==> src/hdl/cspk_pkg.sv <==
// Shared types, constants and helpers of the CAN signal packer with hex output.
package cspk_pkg;

  // Frame geometry
  localparam int unsigned FRAME_BITS = 64;
  localparam int unsigned VAL_W      = 64;
  localparam int unsigned START_W    = 6;
  localparam int unsigned LEN_W      = 7;
  localparam int unsigned BYTES_W    = 4;
  localparam int unsigned CHAR_W     = 7;
  localparam int unsigned NCHAR_W    = 5;
  localparam int unsigned NIB_IDX_W  = 4;

  localparam logic [LEN_W-1:0]   LEN_MAX   = LEN_W'(64);
  localparam logic [BYTES_W-1:0] BYTES_MAX = BYTES_W'(8);

  // Frame positions at or beyond FRAME_BITS never carry a bit
  localparam logic [VAL_W-1:0] FRAME_MASK = {VAL_W{1'b1}} >> (VAL_W - FRAME_BITS);

  // Byte order codes
  localparam logic ORDER_MOTOROLA = 1'b0;
  localparam logic ORDER_INTEL    = 1'b1;

  // ASCII anchors
  localparam logic [CHAR_W-1:0] ASCII_ZERO = CHAR_W'(8'h30);
  localparam logic [CHAR_W-1:0] ASCII_A    = CHAR_W'(8'h41);
  localparam logic [3:0]        DEC_DIGITS = 4'd10;

  // Placed frame word handed from the placement pipe to the serializer
  typedef struct packed {
    logic [VAL_W-1:0]   word;   // Intel: frame; Motorola: byte-reversed frame
    logic               intel;
    logic               err;
    logic [NCHAR_W-1:0] nchar;
  } place_t;

  // Map one nibble to its upper-case ASCII hex digit
  function automatic logic [CHAR_W-1:0] hex_digit(input logic [3:0] nib);
    logic [CHAR_W-1:0] res;
    if (nib < DEC_DIGITS) begin
      res = ASCII_ZERO + CHAR_W'(nib);
    end else begin
      res = ASCII_A + CHAR_W'(nib - DEC_DIGITS);
    end
    return res;
  endfunction

endpackage

==> src/hdl/cspk_place.sv <==
// Three-stage placement pipe: clamp inputs, width check and shift setup, barrel shift.
module cspk_place (
  input  logic                           clk_i,
  input  logic                           rst_ni,
  input  logic                           in_valid_i,
  output logic                           in_stall_o,
  input  logic [cspk_pkg::VAL_W-1:0]     raw_value_i,
  input  logic [cspk_pkg::START_W-1:0]   start_bit_i,
  input  logic [cspk_pkg::LEN_W-1:0]     bit_length_i,
  input  logic                           byte_order_i,
  input  logic [cspk_pkg::BYTES_W-1:0]   frame_bytes_i,
  output logic                           out_valid_o,
  input  logic                           out_ready_i,
  output cspk_pkg::place_t               out_o
);
  import cspk_pkg::*;

  // Stage 1 registers
  logic                 s1_v_q;
  logic [VAL_W-1:0]     s1_val_q;
  logic [START_W-1:0]   s1_start_q;
  logic [LEN_W-1:0]     s1_len_q;
  logic                 s1_intel_q;
  logic [NCHAR_W-1:0]   s1_nchar_q;

  // Stage 2 registers
  logic                 s2_v_q;
  logic [VAL_W-1:0]     s2_val_q;
  logic                 s2_left_q;
  logic [START_W-1:0]   s2_amt_q;
  logic                 s2_err_q;
  logic                 s2_intel_q;
  logic [NCHAR_W-1:0]   s2_nchar_q;

  // Stage 3 registers
  logic                 s3_v_q;
  place_t               s3_q;

  logic s1_ready, s2_ready, s3_ready;

  // Backpressure chain: a stage moves when its successor is empty or moving
  assign s3_ready   = !s3_v_q || out_ready_i;
  assign s2_ready   = !s2_v_q || s3_ready;
  assign s1_ready   = !s1_v_q || s2_ready;
  assign in_stall_o = !s1_ready;

  // Clamp length and byte count at the entry
  logic [LEN_W-1:0]   len_c;
  logic [BYTES_W-1:0] bytes_c;
  logic [NCHAR_W-1:0] nchar_c;

  always_comb begin
    len_c   = (bit_length_i > LEN_MAX) ? LEN_MAX : bit_length_i;
    bytes_c = (frame_bytes_i > BYTES_MAX) ? BYTES_MAX : frame_bytes_i;
    nchar_c = {bytes_c, 1'b0};
  end

  always_ff @(posedge clk_i or negedge rst_ni) begin
    if (!rst_ni) begin
      s1_v_q <= 1'b0;
    end else if (s1_ready) begin
      // Drop items that emit no characters
      s1_v_q <= in_valid_i && (frame_bytes_i != '0);
    end
  end

  always_ff @(posedge clk_i) begin
    if (s1_ready && in_valid_i) begin
      s1_val_q   <= raw_value_i;
      s1_start_q <= start_bit_i;
      s1_len_q   <= len_c;
      s1_intel_q <= (byte_order_i == ORDER_INTEL);
      s1_nchar_q <= nchar_c;
    end
  end

  // Width check and shift amount.
  // Motorola: map to linear index m = byte*8 + (7 - bit); the field then
  // occupies rising m, so the byte-reversed frame is the value shifted
  // left by 64 - m0 - len (right when negative).
  logic                 err_c;
  logic [START_W-1:0]   m0_c;
  logic [LEN_W:0]       msh_c;
  logic [LEN_W:0]       mneg_c;
  logic                 left_c;
  logic [START_W-1:0]   amt_c;

  always_comb begin
    err_c  = (s1_len_q == '0) || ((s1_val_q >> s1_len_q) != '0);
    m0_c   = {s1_start_q[START_W-1:3], ~s1_start_q[2:0]};
    msh_c  = (LEN_W+1)'(VAL_W) - (LEN_W+1)'(m0_c) - (LEN_W+1)'(s1_len_q);
    mneg_c = ~msh_c + (LEN_W+1)'(1);
    if (s1_intel_q) begin
      left_c = 1'b1;
      amt_c  = s1_start_q;
    end else if (msh_c[LEN_W]) begin
      left_c = 1'b0;
      amt_c  = mneg_c[START_W-1:0];
    end else begin
      left_c = 1'b1;
      amt_c  = msh_c[START_W-1:0];
    end
  end

  always_ff @(posedge clk_i or negedge rst_ni) begin
    if (!rst_ni) begin
      s2_v_q <= 1'b0;
    end else if (s2_ready) begin
      s2_v_q <= s1_v_q;
    end
  end

  always_ff @(posedge clk_i) begin
    if (s2_ready && s1_v_q) begin
      // A value too wide for its field places nothing
      s2_val_q   <= err_c ? '0 : s1_val_q;
      s2_left_q  <= left_c;
      s2_amt_q   <= amt_c;
      s2_err_q   <= err_c;
      s2_intel_q <= s1_intel_q;
      s2_nchar_q <= s1_nchar_q;
    end
  end

  // Barrel shift into frame alignment
  logic [VAL_W-1:0] word_c;

  always_comb begin
    word_c = s2_left_q ? (s2_val_q << s2_amt_q) : (s2_val_q >> s2_amt_q);
  end

  always_ff @(posedge clk_i or negedge rst_ni) begin
    if (!rst_ni) begin
      s3_v_q <= 1'b0;
    end else if (s3_ready) begin
      s3_v_q <= s2_v_q;
    end
  end

  always_ff @(posedge clk_i) begin
    if (s3_ready && s2_v_q) begin
      s3_q.word  <= word_c;
      s3_q.intel <= s2_intel_q;
      s3_q.err   <= s2_err_q;
      s3_q.nchar <= s2_nchar_q;
    end
  end

  assign out_valid_o = s3_v_q;
  assign out_o       = s3_q;

endmodule

==> src/hdl/cspk_hex_ser.sv <==
// Frame holder that emits one ASCII hex character per beat, byte 0 first.
module cspk_hex_ser (
  input  logic                              clk_i,
  input  logic                              rst_ni,
  input  logic                              in_valid_i,
  output logic                              in_ready_o,
  input  cspk_pkg::place_t                  in_i,
  output logic                              out_valid_o,
  input  logic                              out_stall_i,
  output logic [cspk_pkg::CHAR_W-1:0]       hex_char_o,
  output logic                              width_error_o,
  output logic                              last_o
);
  import cspk_pkg::*;

  logic                   v_q;
  logic [VAL_W-1:0]       frame_q;
  logic [NCHAR_W-1:0]     nchar_q;
  logic [NIB_IDX_W-1:0]   idx_q;
  logic                   err_q;

  logic                   fire;
  logic                   is_last;
  logic [VAL_W-1:0]       frame_c;
  logic [3:0]             nib;

  // Undo the Motorola byte reversal and drop bits past the frame
  always_comb begin
    for (int b = 0; b < VAL_W / 8; b++) begin
      frame_c[b*8 +: 8] = in_i.intel ? in_i.word[b*8 +: 8]
                                     : in_i.word[(VAL_W/8 - 1 - b)*8 +: 8];
    end
    frame_c = frame_c & FRAME_MASK;
  end

  // Pick the current nibble: high half of the byte first
  always_comb begin
    nib     = frame_q[{idx_q[NIB_IDX_W-1:1], ~idx_q[0], 2'b00} +: 4];
    is_last = (NCHAR_W'(idx_q) + NCHAR_W'(1)) == nchar_q;
  end

  assign fire       = v_q && !out_stall_i;
  assign in_ready_o = !v_q || (fire && is_last);

  always_ff @(posedge clk_i or negedge rst_ni) begin
    if (!rst_ni) begin
      v_q   <= 1'b0;
      idx_q <= '0;
    end else if (in_ready_o) begin
      // Load the next frame or go empty
      v_q   <= in_valid_i;
      idx_q <= '0;
    end else if (fire) begin
      // Advance to the next character
      idx_q <= idx_q + NIB_IDX_W'(1);
    end
  end

  always_ff @(posedge clk_i) begin
    if (in_ready_o && in_valid_i) begin
      frame_q <= frame_c;
      nchar_q <= in_i.nchar;
      err_q   <= in_i.err;
    end
  end

  assign out_valid_o   = v_q;
  assign hex_char_o    = hex_digit(nib);
  assign width_error_o = err_q;
  assign last_o        = is_last;

endmodule

==> src/hdl/can_signal_pack_hex_top.sv <==
// Top level of the CAN signal packer: placement pipe feeding the hex serializer.
//
//   channel | direction | handshake               | payload
//   --------+-----------+-------------------------+-------------------------------------
//   input   | in        | in_valid_i / in_stall_o | raw_value, start_bit, bit_length,
//           |           |                         | byte_order, frame_bytes
//   output  | out       | out_valid_o/out_stall_i | hex_char, width_error, last
//
// An item passes the clamp, width-check and shift stages of the placement pipe, then gives
// 2*frame_bytes characters (frame_bytes clamped to 8), one per cycle while out_stall_i is low;
// the single character port of the serializer takes no new item until its last character leaves.
// The serializer loads the next frame in the cycle its last character leaves.
// Items with zero frame bytes give no character and are dropped at entry.
// Reset empties all stages; stalls hold every stage that cannot move.
module can_signal_pack_hex_top (
  input  logic                             clk_i,
  input  logic                             rst_ni,
  input  logic                             in_valid_i,
  output logic                             in_stall_o,
  input  logic [cspk_pkg::VAL_W-1:0]       raw_value_i,
  input  logic [cspk_pkg::START_W-1:0]     start_bit_i,
  input  logic [cspk_pkg::LEN_W-1:0]       bit_length_i,
  input  logic                             byte_order_i,
  input  logic [cspk_pkg::BYTES_W-1:0]     frame_bytes_i,
  output logic                             out_valid_o,
  input  logic                             out_stall_i,
  output logic [cspk_pkg::CHAR_W-1:0]      hex_char_o,
  output logic                             width_error_o,
  output logic                             last_o
);
  import cspk_pkg::*;

  logic   pl_valid;
  logic   pl_ready;
  place_t pl_data;

  cspk_place u_place (
    .clk_i         (clk_i),
    .rst_ni        (rst_ni),
    .in_valid_i    (in_valid_i),
    .in_stall_o    (in_stall_o),
    .raw_value_i   (raw_value_i),
    .start_bit_i   (start_bit_i),
    .bit_length_i  (bit_length_i),
    .byte_order_i  (byte_order_i),
    .frame_bytes_i (frame_bytes_i),
    .out_valid_o   (pl_valid),
    .out_ready_i   (pl_ready),
    .out_o         (pl_data)
  );

  cspk_hex_ser u_ser (
    .clk_i         (clk_i),
    .rst_ni        (rst_ni),
    .in_valid_i    (pl_valid),
    .in_ready_o    (pl_ready),
    .in_i          (pl_data),
    .out_valid_o   (out_valid_o),
    .out_stall_i   (out_stall_i),
    .hex_char_o    (hex_char_o),
    .width_error_o (width_error_o),
    .last_o        (last_o)
  );

  // A frame that has not shown its last character keeps going
  a_frame_continues: assert property (@(posedge clk_i) disable iff (!rst_ni)
    (out_valid_o && !out_stall_i && !last_o) |=> out_valid_o)
    else $error("frame ended before its last character");

  // The width flag holds across the characters of one frame
  a_err_steady: assert property (@(posedge clk_i) disable iff (!rst_ni)
    (out_valid_o && !out_stall_i && !last_o) |=> $stable(width_error_o))
    else $error("width flag changed inside a frame");

  // Every character is an upper-case hex digit
  a_hex_range: assert property (@(posedge clk_i) disable iff (!rst_ni)
    out_valid_o |-> ((hex_char_o >= 7'h30 && hex_char_o <= 7'h39) ||
                     (hex_char_o >= 7'h41 && hex_char_o <= 7'h46)))
    else $error("character outside the hex digit set");

  // A width error always comes with an all-zero frame
  a_err_zero: assert property (@(posedge clk_i) disable iff (!rst_ni)
    (out_valid_o && width_error_o) |-> (hex_char_o == 7'h30))
    else $error("field placed despite width error");

endmodule
==> config.mk <==
export PLATFORM = sky130hd
export DESIGN_NAME = can_signal_pack_hex_top
export DESIGN_NICKNAME = d
export VERILOG_FILES = /design/src/hdl/cspk_pkg.sv /design/src/hdl/cspk_place.sv /design/src/hdl/cspk_hex_ser.sv /design/src/hdl/can_signal_pack_hex_top.sv
export SDC_FILE = /design/constraint.sdc
export NUM_CORES = 1
export LEC_CHECK = 0
export BUFFER_PORTS_ARGS = -buffer_cell sky130_fd_sc_hd__buf_2
export CAP_MARGIN = 15
export CORE_MARGIN = 2
export CORE_UTILIZATION = 68
export CTS_BUF_LIST = sky130_fd_sc_hd__clkbuf_16
export DETAILED_ROUTE_END_ITERATION = 10
export GPL_TIMING_DRIVEN = 1
export PLACE_DENSITY_LB_ADDON = 0.15
export SETUP_SLACK_MARGIN = 0.02
export SLEW_MARGIN = 10
export SYNTH_ARGS = -nofsm -noshare
export SYNTH_HDL_FRONTEND = slang
export SYNTH_SLANG_ARGS = --single-unit
export TNS_END_PERCENT = 30
==> constraint.sdc <==
create_clock -name clk_i -period 15.2 [get_ports clk_i]
set_input_delay 1.52 -clock clk_i [delete_from_list [all_inputs] [get_ports clk_i]]
set_output_delay 1.52 -clock clk_i [all_outputs]
set_load 0.005 [all_outputs]
* Word-level counts from Yosys, hierarchy flattened
Index checks and enable logic that the tools add are counted.
** Word-level totals
- Bits in registers :: 306
- Bits of input ports :: 86
- Output and inout bits :: 11
- Logic and storage cells :: 79
** Cells by class
- $add $sub $neg :: 8
- $lt $le $gt $ge :: 3
- Eq/ne operators :: 1
- Shift-type cells :: 4
- Mux-type cells :: 15
- Bitwise operators :: 3
- Reductions and logical operators :: 22
** Operators by type and width (count)
- 2-to-1 mux 64 bit :: 1
- 2-to-1 mux 8 bit :: 8
- nonzero test 64 bit :: 1
- indexed part select 64 x 7 -> 4 bit :: 1
- left shift 64 x 6 -> 64 bit :: 1
- right shift 64 x 6 -> 64 bit :: 1
- right shift 64 x 7 -> 64 bit :: 1
- 2-to-1 mux 6 bit :: 2
- 2-to-1 mux 4 bit :: 2
- subtractor 7 x 6 -> 8 bit, first input constant :: 1
- subtractor 8 x 7 -> 8 bit :: 1
- adder 6 x 4 -> 7 bit, first input constant :: 1
- adder 7 bit, first input constant :: 1
- greater-than comparator 7 bit, second input constant :: 1
- logical AND 1 bit :: 7
- zero test 7 bit :: 1
- 2-to-1 mux 7 bit :: 1
- adder 6 x 1 -> 6 bit, second input constant :: 1
- zero test 1 bit :: 6
- inverter 6 bit :: 1
- adder 4 x 1 -> 5 bit, second input constant :: 1
- equality test 5 bit :: 1
- logical OR 1 bit :: 5
- subtractor 4 x 4 -> 5 bit, second input constant :: 1
- 8 further kinds :: 8

* Longest topological paths before layout
- Word-level depth :: 8
- Gate-level depth with buffers :: 16
- Mapped depth without buffers :: 14

* By module
Synthesis repeated with hierarchy kept, for this count alone.
** Unflattened totals
- Cells, all modules :: 2247
- Area, all modules :: 24039.3 µm²
** Modules (own cells, without submodules)
- cspk_place :: instances 1, cells each 2005, area each 20156.8 µm², seq. area each 6951.7 µm²
- cspk_hex_ser :: instances 1, cells each 242, area each 3882.5 µm², seq. area each 2227.1 µm²

* Worst setup path after synthesis
Ideal clock, no wire load.
- Path kind :: register -> register
- Start point :: register u_ser.idx_q[0]
- End point :: register u_ser.frame_q[0] (enable)
- Setup time :: 505 ps
- Data arrival time :: 4998 ps
- Required time :: 14695 ps
- Setup slack :: 9698 ps
- Cell stages (with the launch flop) :: 8
- Buffers on the path :: 2
- Clock period less this slack :: 5502 ps
- Path through :: dfrtp_1 -> clkbuf_1 -> buf_2 -> nand3_1 -> a21oi_1 -> o2111ai_1 -> o21a_1 -> nor2b_1
** Between the ends
- Word-level cells in the longest chain between the ends :: 5
** Ends and longest elaborated chain
- start, declared :: line cspk_hex_ser.sv:19 : logic [NIB_IDX_W-1:0] idx_q;
- start signal, assigned :: line cspk_hex_ser.sv:55 : idx_q <= idx_q + NIB_IDX_W'(1);
- adder 4 x 1 -> 5 bit :: line cspk_hex_ser.sv:39 : is_last = (NCHAR_W'(idx_q) + NCHAR_W'(1)) == nchar_q;
- equality test 5 bit :: line cspk_hex_ser.sv:39
- logical AND 1 bit :: line cspk_hex_ser.sv:43 : assign in_ready_o = !v_q || (fire && is_last);
- logical OR 1 bit :: line cspk_hex_ser.sv:43
- logical AND 1 bit :: line cspk_hex_ser.sv:60 : if (in_ready_o && in_valid_i) begin
- end signal, assigned :: line cspk_hex_ser.sv:61 : frame_q <= frame_c;
- end, declared :: line cspk_hex_ser.sv:17 : logic [VAL_W-1:0] frame_q;
No other way between the ends.
A chain may end at the register's enable or synchronous reset.

* Final worst setup path
- Start point :: register u_ser.idx_q[1]
- End point :: output port hex_char_o[4] (netlist name)
** Between the ends
- Word-level cells in the longest chain between the ends :: 4
- Elaborated cells between the ends (all ways) :: 6
- Classes of those cells :: add/sub (3); order compare (1); shift (1); mux (1)
** Ends and longest elaborated chain
- indexed part select 64 x 7 -> 4 bit * :: line cspk_hex_ser.sv:38 : nib = frame_q[{idx_q[NIB_IDX_W-1:1], ~idx_q[0], 2'b00} +: 4];
- subtractor 4 x 4 -> 5 bit :: line cspk_pkg.sv:43 : res = ASCII_A + CHAR_W'(nib - DEC_DIGITS);
- adder 7 bit :: line cspk_pkg.sv:43
- 2-to-1 mux 7 bit * :: line cspk_pkg.sv:40 : if (nib < DEC_DIGITS) begin
- end, declared :: line can_signal_pack_hex_top.sv:27 : output logic [cspk_pkg::CHAR_W-1:0] hex_char_o,
Every way passes the cells marked *; elsewhere a longest branch is shown, timed or not.

==> report_table.html <==
<table>
<tr><th>Metric</th><th>Value</th></tr>
<tr><th colspan="2">Final layout</th></tr>
<tr><td>Filler-free cell count of the finished design</td><td>2,575</td></tr>
<tr><td>Post-route standard cell area excluding fillers</td><td>24,600 um^2</td></tr>
<tr><td>Signed area change from the synthesized netlist to the final layout</td><td>6.33%</td></tr>
<tr><td>Util after Layout</td><td>73.3%</td></tr>
<tr><td>Diodes inserted</td><td>0</td></tr>
<tr><td>Fraction of layout cells with a size suffix above 1</td><td>22.3%</td></tr>
<tr><td>Net count of the finished layout</td><td>2,206</td></tr>
<tr><th colspan="2">STA</th></tr>
<tr><td>Setup Viol. Count Final</td><td>0</td></tr>
<tr><td>Total negative slack for setup checks</td><td>0 ps</td></tr>
<tr><td>Final worst path period need</td><td>5200 ps</td></tr>
<tr><td>Max-slew violation count</td><td>0</td></tr>
<tr><td>Max-slew headroom</td><td>27.4%</td></tr>
<tr><td>Slew at the pin with the worst max-slew slack</td><td>1080 ps</td></tr>
<tr><td>RSZ-0062 raised after global routing</td><td>false</td></tr>
<tr><td>Clock skew</td><td>18.8 ps</td></tr>
<tr><td>Hold Fails Final Rpt</td><td>0</td></tr>
<tr><td>Highest clock frequency the design can meet</td><td>192 MHz</td></tr>
<tr><td>Final critical-path share of the clock period</td><td>34.2%</td></tr>
<tr><th colspan="2">Floorplanning</th></tr>
<tr><td>Die Span X</td><td>188 um</td></tr>
<tr><td>Effective utilization at floorplan</td><td>68.9%</td></tr>
<tr><td>Row count</td><td>67</td></tr>
<tr><td>Die height</td><td>188 um</td></tr>
<tr><td>Number of top-level pins</td><td>97</td></tr>
<tr><td>Core region area</td><td>33,500 um^2</td></tr>
<tr><td>Die area</td><td>35,500 um^2</td></tr>
<tr><th colspan="2">Global routing</th></tr>
<tr><td>Remaining Overflow, GRT</td><td>0</td></tr>
<tr><td>Tot GR Track Use</td><td>36.9%</td></tr>
<tr><td>Wire length of the first global-routing pass</td><td>101,000 um</td></tr>
<tr><td>Initial antenna violation count</td><td>0</td></tr>
<tr><td>Maximum number of pins on one net before global-route repair</td><td>137</td></tr>
<tr><td>Vias in the first global route</td><td>17,200</td></tr>
<tr><th colspan="2">Power and ir drop</th></tr>
<tr><td>LEAKAGE</td><td>8.94 nW</td></tr>
<tr><td>Pwr Density</td><td>112 nW/um^2</td></tr>
<tr><td>Total power</td><td>0.00274 W</td></tr>
<tr><td>Maximum resistive drop on vdd</td><td>0.158 mV</td></tr>
<tr><th colspan="2">Synthesis</th></tr>
<tr><td>Fraction of synthesized area in multiplexers</td><td>27.6%</td></tr>
<tr><td>Share of the synthesized netlist area taken by xor and xnor gates</td><td>0.569%</td></tr>
<tr><td>Compound-cell area share of the yosys netlist</td><td>12.7%</td></tr>
<tr><td>EDFF count, synth</td><td>298</td></tr>
<tr><td>Net count after synthesis</td><td>2,233</td></tr>
<tr><td>Cells after Synth</td><td>2,129</td></tr>
<tr><td>Most repeated cell in the gate-level netlist after synthesis</td><td>edfxtp_1</td></tr>
<tr><td>Mean instance size in the synthesized netlist</td><td>10.9 um^2</td></tr>
<tr><td>Number of synthesized register bits</td><td>306</td></tr>
<tr><td>Synth Cell Area</td><td>23,100 um^2</td></tr>
<tr><td>Simple logic cell fraction of the synthesized area</td><td>14.2%</td></tr>
<tr><td>Sequential share of the synthesized area</td><td>39.6%</td></tr>
<tr><td>Proportion of netlist area held by the largest area contributor</td><td>38.7%</td></tr>
<tr><td>Proportion of synthesized flip-flops having asynchronous set or reset</td><td>2.61%</td></tr>
<tr><td>Main combinational cell family by area after synthesis</td><td>multiplexers</td></tr>
<tr><td>Unique masters post-synth</td><td>83</td></tr>
<tr><td>Synth top cells by count</td><td>edfxtp_1, nor2_1, mux2i_1, a21oi_1, nand2_1</td></tr>
<tr><td>Synth top area cells</td><td>edfxtp_1, mux4_2, mux2i_1, mux2_2, nor2_1</td></tr>
<tr><td>Primary flip-flop cell chosen by synthesis mapping</td><td>edfxtp_1</td></tr>
<tr><td>Post-synthesis cell type with the largest combined area</td><td>edfxtp_1</td></tr>
<tr><td>Synth Warn #</td><td>0</td></tr>
<tr><td>Post-synthesis adder-cell area fraction</td><td>1.05%</td></tr>
<tr><th colspan="2">Clocking</th></tr>
<tr><td>Maximum number of buffers from clock root to sink</td><td>3</td></tr>
<tr><td>Post-CTS sizing</td><td>0</td></tr>
<tr><td>Number of clock sinks seen by CTS</td><td>306</td></tr>
<tr><td>Clock tree root driver cell</td><td>clkbuf_16</td></tr>
<tr><td>Clock insertion delay at the later pin of the skew report</td><td>580 ps</td></tr>
<tr><td>Hold-fix buffers, CTS</td><td>0</td></tr>
<tr><td>Number of buffers created by CTS</td><td>31</td></tr>
<tr><td>Clock tree from TritonCTS</td><td>yes</td></tr>
<tr><td>Clk pin slew, worst setup/hold paths</td><td>60 ps</td></tr>
<tr><td>H-tree depth</td><td>1</td></tr>
<tr><td>Post-CTS setup buffer count</td><td>0</td></tr>
<tr><th colspan="2">Critical path</th></tr>
<tr><td>Worst Path Arrival</td><td>3680 ps</td></tr>
<tr><td>Required @ worst endpoint</td><td>13,680 ps</td></tr>
<tr><td>Startpoint of the worst setup timing path</td><td>u_ser.idx_q[1]</td></tr>
<tr><td>Maximum net fanout on the critical path</td><td>19</td></tr>
<tr><td>Critical-path cell list</td><td>mux4_2 &gt; mux4_2 &gt; inv_1 &gt; ha_1 &gt; inv_1 &gt; ha_1 &gt; nand3b_1 &gt; xor2_1 &gt; nand2_1 &gt; buf_2</td></tr>
<tr><td>CP max stage cell</td><td>dfrtp_1</td></tr>
<tr><td>Nature of the critical path endpoint</td><td>output port</td></tr>
<tr><td>Start-to-end type of the worst setup path</td><td>flop to output port</td></tr>
<tr><td>FF-to-FF Start</td><td>u_place.s1_len_q[1]</td></tr>
<tr><td>Kind of launch point of the worst setup path</td><td>flop</td></tr>
<tr><td>CP max stage delay</td><td>930 ps</td></tr>
<tr><td>Worst Reg-to-Reg Cells</td><td>13</td></tr>
<tr><th colspan="2">Place</th></tr>
<tr><td>IO Port Bufs</td><td>96</td></tr>
<tr><td>HPWL reported at the end of detailed placement</td><td>47,700 um</td></tr>
<tr><td>Placed Instance Area</td><td>23,500 um^2</td></tr>
<tr><td>Final weighted congestion in routability-driven placement</td><td>1.02</td></tr>
<tr><td>Total instance count after detailed placement</td><td>2,517</td></tr>
<tr><th colspan="2">Status</th></tr>
<tr><td>Result of the run</td><td>finished, violations left</td></tr>
<tr><td>Failing checks</td><td>DRC</td></tr>
<tr><th colspan="2">Routing</th></tr>
<tr><td>Number of remaining DRC errors</td><td>1</td></tr>
<tr><td>Total number of vias</td><td>18,100</td></tr>
<tr><td>Initial DRC Count</td><td>2,850</td></tr>
<tr><td>Via count normalized by instance count</td><td>7.03</td></tr>
<tr><td>Total iterations of the first detailed-routing run</td><td>9</td></tr>
<tr><td>Final Routed Wirelength</td><td>65,500 um</td></tr>
<tr><td>Wire length per cell</td><td>25.5 um</td></tr>
<tr><td>Antenna Nets Post-Route</td><td>0</td></tr>
<tr><th colspan="2">Worst hold path</th></tr>
<tr><td>Hold path start</td><td>u_place.s2_nchar_q[1]</td></tr>
<tr><td>Worst min path class</td><td>flop to flop</td></tr>
<tr><td>Worst hold path depth</td><td>0</td></tr>
<tr><th colspan="2">Run</th></tr>
<tr><td>MaxCap Viol Count</td><td>0</td></tr>
</table>
==> routing by layer <==
layer | vias up | track usage, % | wire (um)
li1 | 8094 | - | -
met1 | 8730 | 48.9 | 25100
met2 | 1037 | 60.1 | 31300
met3 | 236 | 4.64 | 4960
met4 | 0 | 19.4 | 4220
met5 | - | 0 | 0
==> final timing paths <==
path | slack, ps | to
setup / recovery | 10000 | hex_char_o[4]
hold / removal | 420 | u_place.out_o[1]
setup reg to reg | 10120 | u_place.s2_val_q[12]
hold reg to reg | 420 | u_place.out_o[1]
max in group asynchronous | 14220 | u_ser.out_valid_o
min in group asynchronous | 790 | u_place.s1_v_q
==> stage by stage <==
| stage | hold slack [ps] | setup WS, ps |
|---|---|---|
| finish | 419 | 10000 |
| global route | 422 | 9800 |
| detailed placement | 405 | 10240 |
| global placement | 403 | 10330 |
| floorplan | 400 | 9700 |
| CTS | 420 | 10000 |
==> cell type report <==
| type | instances | area [um^2] |
|---|---|---|
| Tap cell | 448 | 561 |
| Fill cell | 2299 | 8970 |
| Multi-Input combinational cell | 1603 | 13000 |
| Timing Repair Buffer | 126 | 718 |
| Clock buffer | 31 | 776 |
| Clock inverter | 27 | 270 |
| Inverter | 34 | 130 |
| Sequential cell | 306 | 9150 |
==> power by group <==
part	leakage (nW)	total (W)	switching, W	internal [W]
clock	0.520	0.000774	0.000317	0.000456
sequential	2.78	0.00109	0.0000777	0.00101
combinational	5.64	0.000877	0.000502	0.000376
==> worst max-delay path, delay by kind of cell (launching register included) <==
family | cells | cell delay (ps)
mux | 2 | 950
flops | 1 | 930
fa+ha+maj | 2 | 500
buf+inv | 3 | 330
simple gates | 2 | 210
xor+xnor | 1 | 160
==> cell families (layout without fill, tap and decap cells) <==
family	Yosys count	in the layout
buf+inv	220	218
compound gates	445	445
flops	306	306
xor+xnor	15	15
fa+ha+maj	19	19
simple gates	648	648
mux	476	476
==> placed cells by master (no fill, tap or decap), types with 17 or more instances in the layout <==
| cell type | instances |
|---|---|
| a211oi_1 | 35 |
| a21oi_1 | 125 |
| buf_2 | 96 |
| buf_4 | 29 |
| clkbuf_16 | 31 |
| edfxtp_1 | 298 |
| ha_1 | 17 |
| inv_1 | 28 |
| mux2_2 | 115 |
| mux2i_1 | 241 |
| mux4_2 | 116 |
| nand2_1 | 121 |
| nand2b_1 | 28 |
| nand3_1 | 27 |
| nor2_1 | 263 |
| nor2b_1 | 59 |
| nor2b_2 | 26 |
| nor2b_4 | 21 |
| nor3_1 | 39 |
| o211ai_1 | 18 |
| o21ai_0 | 99 |
| o22ai_1 | 17 |
==> state kept, by name (all words and copies together) (netlist names), 4 cells and up <==
name,flops
u_place.s1_nchar_q,4
u_place.out_o,70
u_ser.nchar_q,4
u_place.s2_val_q,64
u_ser.frame_q,64
u_place.s1_start_q,6
u_ser.idx_q,4
u_place.s2_amt_q,6
u_place.s1_val_q,64
u_place.s1_len_q,7
u_place.s2_nchar_q,4
No activity file was read; power rests on OpenSTA's default activity.
